## config.mk

```make
export PLATFORM = sky130hd
export DESIGN_NAME = circuit_breaker_table_flat
export DESIGN_NICKNAME = d
export VERILOG_FILES = /design/src/hdl/cbt_pkg.sv /design/src/hdl/cbt_if.sv /design/src/hdl/cbt_ram.sv /design/src/hdl/circuit_breaker_table.sv /design/src/flat_wrapper.sv
export SDC_FILE = /design/constraint.sdc
export NUM_CORES = 2
export LEC_CHECK = 0
export BUFFER_PORTS_ARGS = -buffer_cell sky130_fd_sc_hd__buf_2
export CELL_PAD_IN_SITES_DETAIL_PLACEMENT = 1
export CELL_PAD_IN_SITES_GLOBAL_PLACEMENT = 1
export CORE_ASPECT_RATIO = 0.6
export CORE_MARGIN = 2
export CORE_UTILIZATION = 41
export DETAILED_ROUTE_END_ITERATION = 8
export PLACE_DENSITY_LB_ADDON = 0.1
export REMOVE_ABC_BUFFERS = 1
export SYNTH_ARGS = -nofsm -noshare
export SYNTH_HDL_FRONTEND = slang
export SYNTH_MEMORY_MAX_BITS = 65536
export SYNTH_SLANG_ARGS = --single-unit
```

## constraint.sdc

```tcl
create_clock -name clk -period 15.8 [get_ports clk]
set_input_delay 0.79 -clock clk [delete_from_list [all_inputs] [get_ports clk]]
set_output_delay 0.79 -clock clk [all_outputs]
set_load 0.1 [all_outputs]
```

## src/hdl/cbt_pkg.sv

```systemverilog
// shared constants and codes of the circuit breaker table
package cbt_pkg;

  localparam int DEF_ENTRIES   = 64;
  localparam int DEF_TIME_BITS = 32;

  localparam int CMD_W      = 2;
  localparam int IDX_FIELD_W = 6;
  localparam int NOW_W      = 32;
  localparam int MODE_W     = 2;
  localparam int TALLY_W    = 16;
  localparam int THRESH_W   = 16;
  localparam int TIMEOUT_W  = 32;
  localparam int CFG_IDX_W  = 2;
  localparam int CFG_DATA_W = 32;

  localparam logic [TALLY_W-1:0]   TALLY_MAX     = '1;
  localparam logic [THRESH_W-1:0]  THRESH_RESET  = 16'd5;
  localparam logic [TIMEOUT_W-1:0] TIMEOUT_RESET = 32'd30000;

  typedef enum logic [CMD_W-1:0] {
    CMD_REQUEST = 2'd0,
    CMD_SUCCESS = 2'd1,
    CMD_FAILURE = 2'd2
  } cmd_t;

  typedef enum logic [MODE_W-1:0] {
    MODE_CLOSED = 2'd0,
    MODE_OPEN   = 2'd1,
    MODE_HALF   = 2'd2
  } mode_t;

  typedef enum logic [CFG_IDX_W-1:0] {
    REG_ENABLED   = 2'd0,
    REG_THRESHOLD = 2'd1,
    REG_TIMEOUT   = 2'd2
  } reg_idx_t;

endpackage

```

## src/hdl/cbt_if.sv

```systemverilog
// channel interfaces of the circuit breaker table

// item channel: command, entry and current time
interface cbt_in_if;
  logic                             valid;
  logic                             ready;
  logic [cbt_pkg::CMD_W-1:0]        cmd;
  logic [cbt_pkg::IDX_FIELD_W-1:0]  entry_index;
  logic [cbt_pkg::NOW_W-1:0]        now_ms;

  modport source (output valid, cmd, entry_index, now_ms, input ready);
  modport sink   (input valid, cmd, entry_index, now_ms, output ready);
endinterface

// result channel
interface cbt_out_if;
  logic                          valid;
  logic                          ready;
  logic                          allowed;
  logic [cbt_pkg::MODE_W-1:0]    mode;
  logic [cbt_pkg::TALLY_W-1:0]   failures;
  logic [cbt_pkg::TALLY_W-1:0]   successes;
  logic                          just_opened;
  logic                          just_closed;

  modport source (output valid, allowed, mode, failures, successes, just_opened,
                  just_closed, input ready);
  modport sink   (input valid, allowed, mode, failures, successes, just_opened,
                  just_closed, output ready);
endinterface

// register write channel
interface cbt_cfg_if;
  logic                              valid;
  logic                              ready;
  logic [cbt_pkg::CFG_IDX_W-1:0]     index;
  logic [cbt_pkg::CFG_DATA_W-1:0]    data;

  modport source (output valid, index, data, input ready);
  modport sink   (input valid, index, data, output ready);
endinterface

```

## src/hdl/cbt_ram.sv

```systemverilog
// generic single-write, single-read ram with registered read
module cbt_ram #(
  parameter int WIDTH = 8,
  parameter int DEPTH = 16
) (
  input  logic                                  clk,
  input  logic                                  we,
  input  logic [(DEPTH > 1 ? $clog2(DEPTH) : 1)-1:0] waddr,
  input  logic [WIDTH-1:0]                      wdata,
  input  logic                                  re,
  input  logic [(DEPTH > 1 ? $clog2(DEPTH) : 1)-1:0] raddr,
  output logic [WIDTH-1:0]                      rdata
);

  logic [WIDTH-1:0] mem [DEPTH];

  always_ff @(posedge clk) begin
    if (we) begin
      mem[waddr] <= wdata;
    end
    if (re) begin
      rdata <= mem[raddr];
    end
  end

endmodule

```

## src/hdl/circuit_breaker_table.sv

```systemverilog
// circuit breaker table: per-entry closed/open/half-open breakers in one ram
//
//  channel  | dir | handshake        | payload
//  ---------+-----+------------------+------------------------------------------------
//  in_ch    | in  | valid / ready    | cmd, entry_index, now_ms
//  out_ch   | out | valid / ready    | allowed, mode, failures, successes,
//           |     |                  | just_opened, just_closed
//  cfg_ch   | in  | valid / ready    | index, data (ready is always high)
//
//  one item per cycle sustained while out_ch.ready is high; a result passes the item stage and the output register
//  each item is one read-modify-write of the entry ram, the write of one item
//  forwarded to the next item that reads the same entry
//  after reset a clearing pass sets every entry to closed and
//  zero; in_ch.ready stays low during it, cfg writes are taken throughout
//  a stalled result holds the item under work, which holds the input side
module circuit_breaker_table #(
  parameter int ENTRIES   = cbt_pkg::DEF_ENTRIES,
  parameter int TIME_BITS = cbt_pkg::DEF_TIME_BITS
) (
  input  logic       clk,
  input  logic       rst_n,
  cbt_in_if.sink     in_ch,
  cbt_out_if.source  out_ch,
  cbt_cfg_if.sink    cfg_ch
);

  import cbt_pkg::*;

  localparam int IDX_W   = ENTRIES > 1 ? $clog2(ENTRIES) : 1;
  localparam int ENTRY_W = MODE_W + 2 * TALLY_W + TIME_BITS;
  localparam int CMP_W   = TIME_BITS > TIMEOUT_W ? TIME_BITS : TIMEOUT_W;
  localparam logic [IDX_W-1:0] LAST_ADDR = IDX_W'(ENTRIES - 1);

  // config registers
  logic                 enabled_r;
  logic [THRESH_W-1:0]  threshold_r;
  logic [TIMEOUT_W-1:0] timeout_r;

  // clearing pass
  logic             clr_active_r;
  logic [IDX_W-1:0] clr_addr_r;

  // item under work (ram data arrives this cycle)
  logic                   s1_valid_r;
  logic [CMD_W-1:0]       s1_cmd_r;
  logic [IDX_FIELD_W-1:0] s1_idx_r;
  logic [TIME_BITS-1:0]   s1_now_r;

  // last entry written, for forwarding
  logic               last_wr_valid_r;
  logic [IDX_W-1:0]   last_wr_addr_r;
  logic [ENTRY_W-1:0] last_wr_data_r;

  // output register
  logic               out_valid_r;
  logic               out_allowed_r;
  logic [MODE_W-1:0]  out_mode_r;
  logic [TALLY_W-1:0] out_failures_r;
  logic [TALLY_W-1:0] out_successes_r;
  logic               out_opened_r;
  logic               out_closed_r;

  logic               in_xfer;
  logic               s1_adv;
  logic [IDX_W-1:0]   s1_addr;
  logic               in_range;
  logic               fwd_hit;
  logic [ENTRY_W-1:0] ram_rdata;
  logic [ENTRY_W-1:0] cur_entry;
  logic               ram_we;
  logic [IDX_W-1:0]   ram_waddr;
  logic [ENTRY_W-1:0] ram_wdata;

  logic [MODE_W-1:0]    cur_mode;
  logic [TALLY_W-1:0]   cur_fail;
  logic [TALLY_W-1:0]   cur_succ;
  logic [TIME_BITS-1:0] cur_stamp;
  logic [TALLY_W-1:0]   fail_inc;
  logic [TALLY_W-1:0]   succ_inc;
  logic [TIME_BITS-1:0] elapsed;
  logic                 timed_out;

  logic [MODE_W-1:0]    mode_nxt;
  logic [TALLY_W-1:0]   fail_nxt;
  logic [TALLY_W-1:0]   succ_nxt;
  logic [TIME_BITS-1:0] stamp_nxt;
  logic                 allowed_nxt;
  logic                 opened_nxt;
  logic                 closed_nxt;

  // handshakes
  assign in_xfer      = in_ch.valid && in_ch.ready;
  assign s1_adv       = s1_valid_r && (!out_valid_r || out_ch.ready);
  assign in_ch.ready  = !clr_active_r && (!s1_valid_r || s1_adv);
  assign cfg_ch.ready = 1'b1;

  // config writes, indexes beyond the list are dropped
  always_ff @(posedge clk) begin
    if (!rst_n) begin
      enabled_r   <= 1'b1;
      threshold_r <= THRESH_RESET;
      timeout_r   <= TIMEOUT_RESET;
    end else if (cfg_ch.valid) begin
      unique case (reg_idx_t'(cfg_ch.index))
        REG_ENABLED:   enabled_r   <= cfg_ch.data[0];
        REG_THRESHOLD: threshold_r <= cfg_ch.data[THRESH_W-1:0];
        REG_TIMEOUT:   timeout_r   <= cfg_ch.data[TIMEOUT_W-1:0];
        default: ;
      endcase
    end
  end

  // clearing pass walks every entry once after reset
  always_ff @(posedge clk) begin
    if (!rst_n) begin
      clr_active_r <= 1'b1;
      clr_addr_r   <= '0;
    end else if (clr_active_r) begin
      if (clr_addr_r == LAST_ADDR) begin
        clr_active_r <= 1'b0;
      end else begin
        clr_addr_r <= clr_addr_r + 1'b1;
      end
    end
  end

  // entry ram: {mode, failures, successes, mode change time}
  assign s1_addr   = IDX_W'(s1_idx_r);
  assign in_range  = 32'(s1_idx_r) < 32'(ENTRIES);
  assign ram_we    = clr_active_r || (s1_adv && in_range);
  assign ram_waddr = clr_active_r ? clr_addr_r : s1_addr;
  assign ram_wdata = clr_active_r ? '0 : {mode_nxt, fail_nxt, succ_nxt, stamp_nxt};

  cbt_ram #(
    .WIDTH (ENTRY_W),
    .DEPTH (ENTRIES)
  ) u_entry_ram (
    .clk   (clk),
    .we    (ram_we),
    .waddr (ram_waddr),
    .wdata (ram_wdata),
    .re    (in_xfer),
    .raddr (IDX_W'(in_ch.entry_index)),
    .rdata (ram_rdata)
  );

  // item stage: captured at transfer, held while the result is stalled
  always_ff @(posedge clk) begin
    if (!rst_n) begin
      s1_valid_r <= 1'b0;
    end else if (in_xfer) begin
      s1_valid_r <= 1'b1;
    end else if (s1_adv) begin
      s1_valid_r <= 1'b0;
    end
  end

  always_ff @(posedge clk) begin
    if (in_xfer) begin
      s1_cmd_r <= in_ch.cmd;
      s1_idx_r <= in_ch.entry_index;
      s1_now_r <= TIME_BITS'(in_ch.now_ms);
    end
  end

  // the ram returns the old entry when it was written on the read edge
  always_ff @(posedge clk) begin
    if (!rst_n) begin
      last_wr_valid_r <= 1'b0;
    end else if (s1_adv && in_range) begin
      last_wr_valid_r <= 1'b1;
    end
  end

  always_ff @(posedge clk) begin
    if (s1_adv && in_range) begin
      last_wr_addr_r <= s1_addr;
      last_wr_data_r <= ram_wdata;
    end
  end

  assign fwd_hit   = last_wr_valid_r && (last_wr_addr_r == s1_addr);
  assign cur_entry = fwd_hit ? last_wr_data_r : ram_rdata;

  // breaker update
  always_comb begin
    cur_mode  = cur_entry[ENTRY_W-1 -: MODE_W];
    cur_fail  = cur_entry[ENTRY_W-MODE_W-1 -: TALLY_W];
    cur_succ  = cur_entry[TIME_BITS+TALLY_W-1 -: TALLY_W];
    cur_stamp = cur_entry[TIME_BITS-1:0];

    fail_inc  = (cur_fail == TALLY_MAX) ? cur_fail : cur_fail + 1'b1;
    succ_inc  = (cur_succ == TALLY_MAX) ? cur_succ : cur_succ + 1'b1;
    elapsed   = s1_now_r - cur_stamp;
    timed_out = CMP_W'(elapsed) > CMP_W'(timeout_r);

    mode_nxt    = cur_mode;
    fail_nxt    = cur_fail;
    succ_nxt    = cur_succ;
    stamp_nxt   = cur_stamp;
    allowed_nxt = 1'b0;
    opened_nxt  = 1'b0;
    closed_nxt  = 1'b0;

    unique case (cmd_t'(s1_cmd_r))
      CMD_REQUEST: begin
        if (!enabled_r || cur_mode != MODE_OPEN) begin
          allowed_nxt = 1'b1;
        end else if (timed_out) begin
          mode_nxt    = MODE_HALF;
          stamp_nxt   = s1_now_r;
          allowed_nxt = 1'b1;
        end
      end
      CMD_SUCCESS: begin
        succ_nxt = succ_inc;
        if (cur_mode == MODE_HALF) begin
          mode_nxt   = MODE_CLOSED;
          fail_nxt   = '0;
          stamp_nxt  = s1_now_r;
          closed_nxt = 1'b1;
        end
      end
      CMD_FAILURE: begin
        fail_nxt = fail_inc;
        if ((cur_mode == MODE_CLOSED && fail_inc >= threshold_r) ||
            cur_mode == MODE_HALF) begin
          mode_nxt   = MODE_OPEN;
          stamp_nxt  = s1_now_r;
          opened_nxt = 1'b1;
        end
      end
      default: ;
    endcase
  end

  // output register, an index beyond the table reports all zero
  always_ff @(posedge clk) begin
    if (!rst_n) begin
      out_valid_r <= 1'b0;
    end else if (s1_adv) begin
      out_valid_r <= 1'b1;
    end else if (out_ch.ready) begin
      out_valid_r <= 1'b0;
    end
  end

  always_ff @(posedge clk) begin
    if (s1_adv) begin
      out_allowed_r   <= in_range && allowed_nxt;
      out_mode_r      <= in_range ? mode_nxt : '0;
      out_failures_r  <= in_range ? fail_nxt : '0;
      out_successes_r <= in_range ? succ_nxt : '0;
      out_opened_r    <= in_range && opened_nxt;
      out_closed_r    <= in_range && closed_nxt;
    end
  end

  assign out_ch.valid       = out_valid_r;
  assign out_ch.allowed     = out_allowed_r;
  assign out_ch.mode        = out_mode_r;
  assign out_ch.failures    = out_failures_r;
  assign out_ch.successes   = out_successes_r;
  assign out_ch.just_opened = out_opened_r;
  assign out_ch.just_closed = out_closed_r;

  // no item enters before the clearing pass is over
  a_no_xfer_while_clearing: assert property (@(posedge clk) disable iff (!rst_n)
    in_xfer |-> !clr_active_r)
    else $error("item transfer during clearing pass");

  // a finished item always lands in the output register
  a_adv_fills_out: assert property (@(posedge clk) disable iff (!rst_n)
    s1_adv |=> out_valid_r)
    else $error("finished item lost before output register");

  // the forwarding register tracks the entry just written back
  a_fwd_tracks_write: assert property (@(posedge clk) disable iff (!rst_n)
    (s1_adv && in_range) |=> (last_wr_valid_r && last_wr_addr_r == $past(s1_addr)))
    else $error("forwarding register out of step with write back");

  // a result that opened the entry reports it open
  a_opened_mode: assert property (@(posedge clk) disable iff (!rst_n)
    (out_valid_r && out_opened_r) |-> (out_mode_r == MODE_OPEN && !out_closed_r))
    else $error("just_opened without open mode");

  // a result that closed the entry reports it closed with no failures
  a_closed_mode: assert property (@(posedge clk) disable iff (!rst_n)
    (out_valid_r && out_closed_r) |-> (out_mode_r == MODE_CLOSED && out_failures_r == '0))
    else $error("just_closed with wrong mode or failures");

endmodule
```

## src/flat_wrapper.sv

```systemverilog
// flat-port wrapper written by rule: the top's interface ports become plain ports
module circuit_breaker_table_flat import cbt_pkg::*;
#(
  parameter int ENTRIES   = cbt_pkg::DEF_ENTRIES,
  parameter int TIME_BITS = cbt_pkg::DEF_TIME_BITS
)
  (clk, rst_n, in_ch_valid, in_ch_cmd, in_ch_entry_index, in_ch_now_ms, in_ch_ready, out_ch_valid, out_ch_allowed, out_ch_mode, out_ch_failures, out_ch_successes, out_ch_just_opened, out_ch_just_closed, out_ch_ready, cfg_ch_valid, cfg_ch_index, cfg_ch_data, cfg_ch_ready);
  cbt_in_if in_ch_i ();
  cbt_out_if out_ch_i ();
  cbt_cfg_if cfg_ch_i ();
  input  logic clk;
  input  logic rst_n;
  input wire logic [$bits(in_ch_i.valid)-1:0] in_ch_valid;
  input wire logic [$bits(in_ch_i.cmd)-1:0] in_ch_cmd;
  input wire logic [$bits(in_ch_i.entry_index)-1:0] in_ch_entry_index;
  input wire logic [$bits(in_ch_i.now_ms)-1:0] in_ch_now_ms;
  output wire logic [$bits(in_ch_i.ready)-1:0] in_ch_ready;
  output wire logic [$bits(out_ch_i.valid)-1:0] out_ch_valid;
  output wire logic [$bits(out_ch_i.allowed)-1:0] out_ch_allowed;
  output wire logic [$bits(out_ch_i.mode)-1:0] out_ch_mode;
  output wire logic [$bits(out_ch_i.failures)-1:0] out_ch_failures;
  output wire logic [$bits(out_ch_i.successes)-1:0] out_ch_successes;
  output wire logic [$bits(out_ch_i.just_opened)-1:0] out_ch_just_opened;
  output wire logic [$bits(out_ch_i.just_closed)-1:0] out_ch_just_closed;
  input wire logic [$bits(out_ch_i.ready)-1:0] out_ch_ready;
  input wire logic [$bits(cfg_ch_i.valid)-1:0] cfg_ch_valid;
  input wire logic [$bits(cfg_ch_i.index)-1:0] cfg_ch_index;
  input wire logic [$bits(cfg_ch_i.data)-1:0] cfg_ch_data;
  output wire logic [$bits(cfg_ch_i.ready)-1:0] cfg_ch_ready;
  assign in_ch_i.valid = in_ch_valid;
  assign in_ch_i.cmd = in_ch_cmd;
  assign in_ch_i.entry_index = in_ch_entry_index;
  assign in_ch_i.now_ms = in_ch_now_ms;
  assign in_ch_ready = in_ch_i.ready;
  assign out_ch_valid = out_ch_i.valid;
  assign out_ch_allowed = out_ch_i.allowed;
  assign out_ch_mode = out_ch_i.mode;
  assign out_ch_failures = out_ch_i.failures;
  assign out_ch_successes = out_ch_i.successes;
  assign out_ch_just_opened = out_ch_i.just_opened;
  assign out_ch_just_closed = out_ch_i.just_closed;
  assign out_ch_i.ready = out_ch_ready;
  assign cfg_ch_i.valid = cfg_ch_valid;
  assign cfg_ch_i.index = cfg_ch_index;
  assign cfg_ch_i.data = cfg_ch_data;
  assign cfg_ch_ready = cfg_ch_i.ready;
  circuit_breaker_table #(.ENTRIES(ENTRIES), .TIME_BITS(TIME_BITS)) u_core (.clk(clk), .rst_n(rst_n), .in_ch(in_ch_i), .out_ch(out_ch_i), .cfg_ch(cfg_ch_i));
endmodule
```

==> results.json <==
{
  "synth.area.top_cells": "edfxtp_1, mux4_2, dfxtp_1",
  "fp-row-count": 185,
  "cp_data_required_time_ps": 16280,
  "ys_types": 75,
  "place_inst": 12970,
  "crit_path_end": "u_core.u_entry_ram.mem[4][23]",
  "crit_top_cell": "a21oi_1",
  "hold_viol_final": 0,
  "synthArstFlopShare_pct": 0,
  "internal_power_mw": 18.91,
  "dpl.hpwl_um": 294600,
  "peakVddDrop_v": 0.0001048,
  "viasPerCell": 6.302,
  "port_buffers": 117,
  "track_usage_pct": 26.45,
  "core-area_um2": 423100,
  "num_vias": 86770,
  "final_cell_mix": "edfxtp_1, mux4_2, clkbuf_16, buf_4, nand2_1",
  "critPathLaunchType": "flop",
  "cts_resized": 0,
  "drive_gt1_share_pct": 30.90,
  "drtIter0Drc": 12370,
  "synth_seq_cells": 4498,
  "status": "complete, no violations",
  "ctsRootBufferMaster": "clkbuf_16",
  "maxCapViolCount": 0,
  "drcViolationCount": 0,
  "final_common_cell": "edfxtp_1",
  "place_congestion": 0.8030,
  "grt_max_degree": 128,
  "worst_slack_ps": 5890,
  "reg2reg_to": "u_core.u_entry_ram.mem[4][23]",
  "cts_tree": "yes",
  "hold_slack_ps": 82.05,
  "syn_area_per_cell_um2": 23.76,
  "grt_pass1_vias": 86270,
  "start_util_pct": 41.16,
  "p_switching_mw": 5.066,
  "numCtsBuffers": 424,
  "grt_pass1_wl_um": 774900,
  "worstPathMaxFanout": 65,
  "max_stage_delay_ps": 750,
  "die_w_um": 845.4,
  "p_clk_share_pct": 42.5,
  "fin_cells": 13770,
  "p_leak_nw": 64.04,
  "startpoint": "u_core.s1_addr[0]",
  "fmax_mhz": 100.9,
  "nets": 7969,
  "clk_pin_slew_worst_paths_ps": 70,
  "insertion_delay_ps": 950,
  "cts.sinks": 4498,
  "min_period_ps": 9910,
  "worstSetupPathType": "reg -> reg",
  "r2r_slack_ps": 5890,
  "ios": 119,
  "rsz0062_at_grt": "false",
  "arrival_ps": 10390,
  "worstMarginPinSlew_ps": 1415,
  "htree_levels": 5,
  "gr-total-overflow": 0,
  "post-cts-setup-buffers": 0,
  "yosysTopAreaCell": "edfxtp_1",
  "p_comb_share_pct": 3.3,
  "first_pass_iters": 5,
  "critPathSlowestCell": "buf_4",
  "cts_buffer_depth": 4,
  "syn_area_um2": 174200,
  "switching_share_pct": 21.13,
  "fin_crit_sh_pct": 62.72,
  "hold_class": "in -> reg",
  "syn-instance-count": 7330,
  "p_seq_share_pct": 54.2,
  "place_ws_ps": 5848,
  "wl_um": 575600,
  "ys_seq_area_share_pct": 77.22,
  "powerDensity_nw_per_um2": 121.3,
  "skew_ps": 43.60,
  "tns_ps": 0,
  "die_h_um": 508.8,
  "regToRegStartpoint": "u_core.s1_addr[0]",
  "yosysWarnings": 0,
  "yosysTopAreaCellShare_pct": 76.54,
  "setup_viol": 0,
  "detail-route-antenna-nets": 0,
  "syn_to_final_growth_pct": 13.50,
  "end_kind": "flop",
  "wl_per_cell_um": 41.81,
  "synth-main-ff-cell": "edfxtp_1",
  "synth_enable_flop_cells": 4439,
  "n_fill_cell": 37180,
  "maxSlewViolCount": 0,
  "p_total_mw": 23.98,
  "hold_buffers": 13,
  "slew_headroom_pct": 5.699,
  "antenna_found_initial": 43,
  "reg2regPathDepth": 27,
  "die_area_um2": 430200
}
-- flip-flops by register name, summed over array words and instances (netlist names), 2 cells and up --
| signal | flops |
|---|---|
| u_core.out_ch.successes | 16 |
| u_core.threshold_r | 16 |
| u_core.out_ch.mode | 2 |
| u_core.clr_addr_r | 6 |
| u_core.s1_addr | 6 |
| u_core.u_entry_ram.rdata | 66 |
| u_core.u_entry_ram.mem | 4224 |
| u_core.s1_cmd_r | 2 |
| u_core.last_wr_addr_r | 6 |
| u_core.s1_now_r | 32 |
| u_core.out_ch.failures | 16 |
| u_core.timeout_r | 32 |
| u_core.last_wr_data_r | 66 |
-- cells in the mapped netlist (all sizes together), types with 14 or more instances --
master   instances
edfxtp        4439
mux4          1386
clkbuf         246
nand2          176
nor2           117
buf            112
ha              86
inv             73
a21oi           66
mux2i           65
dfxtp           59
nand3           45
a21boi          40
and2            38
o21ai           37
xnor2           35
o2bb2ai         33
and3            22
xor2            20
nand4           19
a21o            18
nor3            17
o211ai          15
nor2b           14
-- kinds of logic (layout without fill, tap and decap cells) --
group	Yosys count	in the layout	synth area share, %
AO/OA/AOI/OAI	301	301	1.197
XOR/XNOR	55	55	0.2766
adder cells (fa/ha/maj)	87	87	0.6294
buffers and inverters	431	1252	0.9548
flip-flops	4498	4498	77.22
multiplexers	1459	1459	18.35
other	1	8	0.002153
AND/OR/NAND/NOR	498	498	1.369
-- worst max-delay path: cells and delay by family (launching register included) --
kind | cells | cell delay, ps
AOI/OAI and AO/OA | 13 | 4480
and+or+nand+nor | 7 | 1340
buffers and inverters | 2 | 1290
muxes | 2 | 740
adders and majority gates | 2 | 720
DFF | 1 | 480
xor gates and xnor gates | 1 | 210
-- per-layer routing --
metal | routed length [um] | GRT usage, %
met4 | 13050 | 5.531
met5 | 0 | 0
met2 | 264800 | 40.71
met3 | 44350 | 3.930
met1 | 253500 | 40.51
-- area by class of cell --
cell class                      count  area [um^2]  share of cell area [%]
Antenna cell                        7        17.52                0.008862
Timing Repair Buffer              405         3206                   1.622
Inverter                           73        274.0                  0.1386
Tap cell                         5610         7019                   3.551
Sequential cell                  4498       134500                   68.03
Clock buffer                      520        11140                   5.635
Multi-Input combinational cell   2401        39230                   19.85
Clock inverter                    254         2300                   1.163
-- how the worst min path moves through the flow --
stage	slack, ps	cells after the start	start	end
after floorplan	440	2	u_core.threshold_r[10]	u_core.threshold_r[10]
after global placement	460	2	u_core.threshold_r[4]	u_core.threshold_r[4]
after detailed placement	460	2	u_core.threshold_r[6]	u_core.threshold_r[6]
after CTS	20	1	in_ch_now_ms[31]	u_core.s1_now_r[31]
after global routing	40	1	in_ch_now_ms[31]	u_core.s1_now_r[31]
final	80	1	in_ch_now_ms[31]	u_core.s1_now_r[31]
-- power groups by stage --
stage,Clock (mW),Sequential [mW],Combinational [mW]
after floorplan,0,13.2,0.344
after global placement,0,13.2,0.799
after detailed placement,0,13.3,0.796
after CTS,10.4,13.0,0.803
after global routing,10.8,13.0,0.826
final,10.2,13.0,0.792
-- stage by stage --
step / instance area (um^2) / utilization, %
floorplan: 172800 / -
global placement: 183900 / 43.47
detailed placement: 183900 / 43.47
CTS: 197500 / 46.67
global route: 197700 / 46.71
finish: 197700 / 46.72
Power figures use the tool's default switching activity.
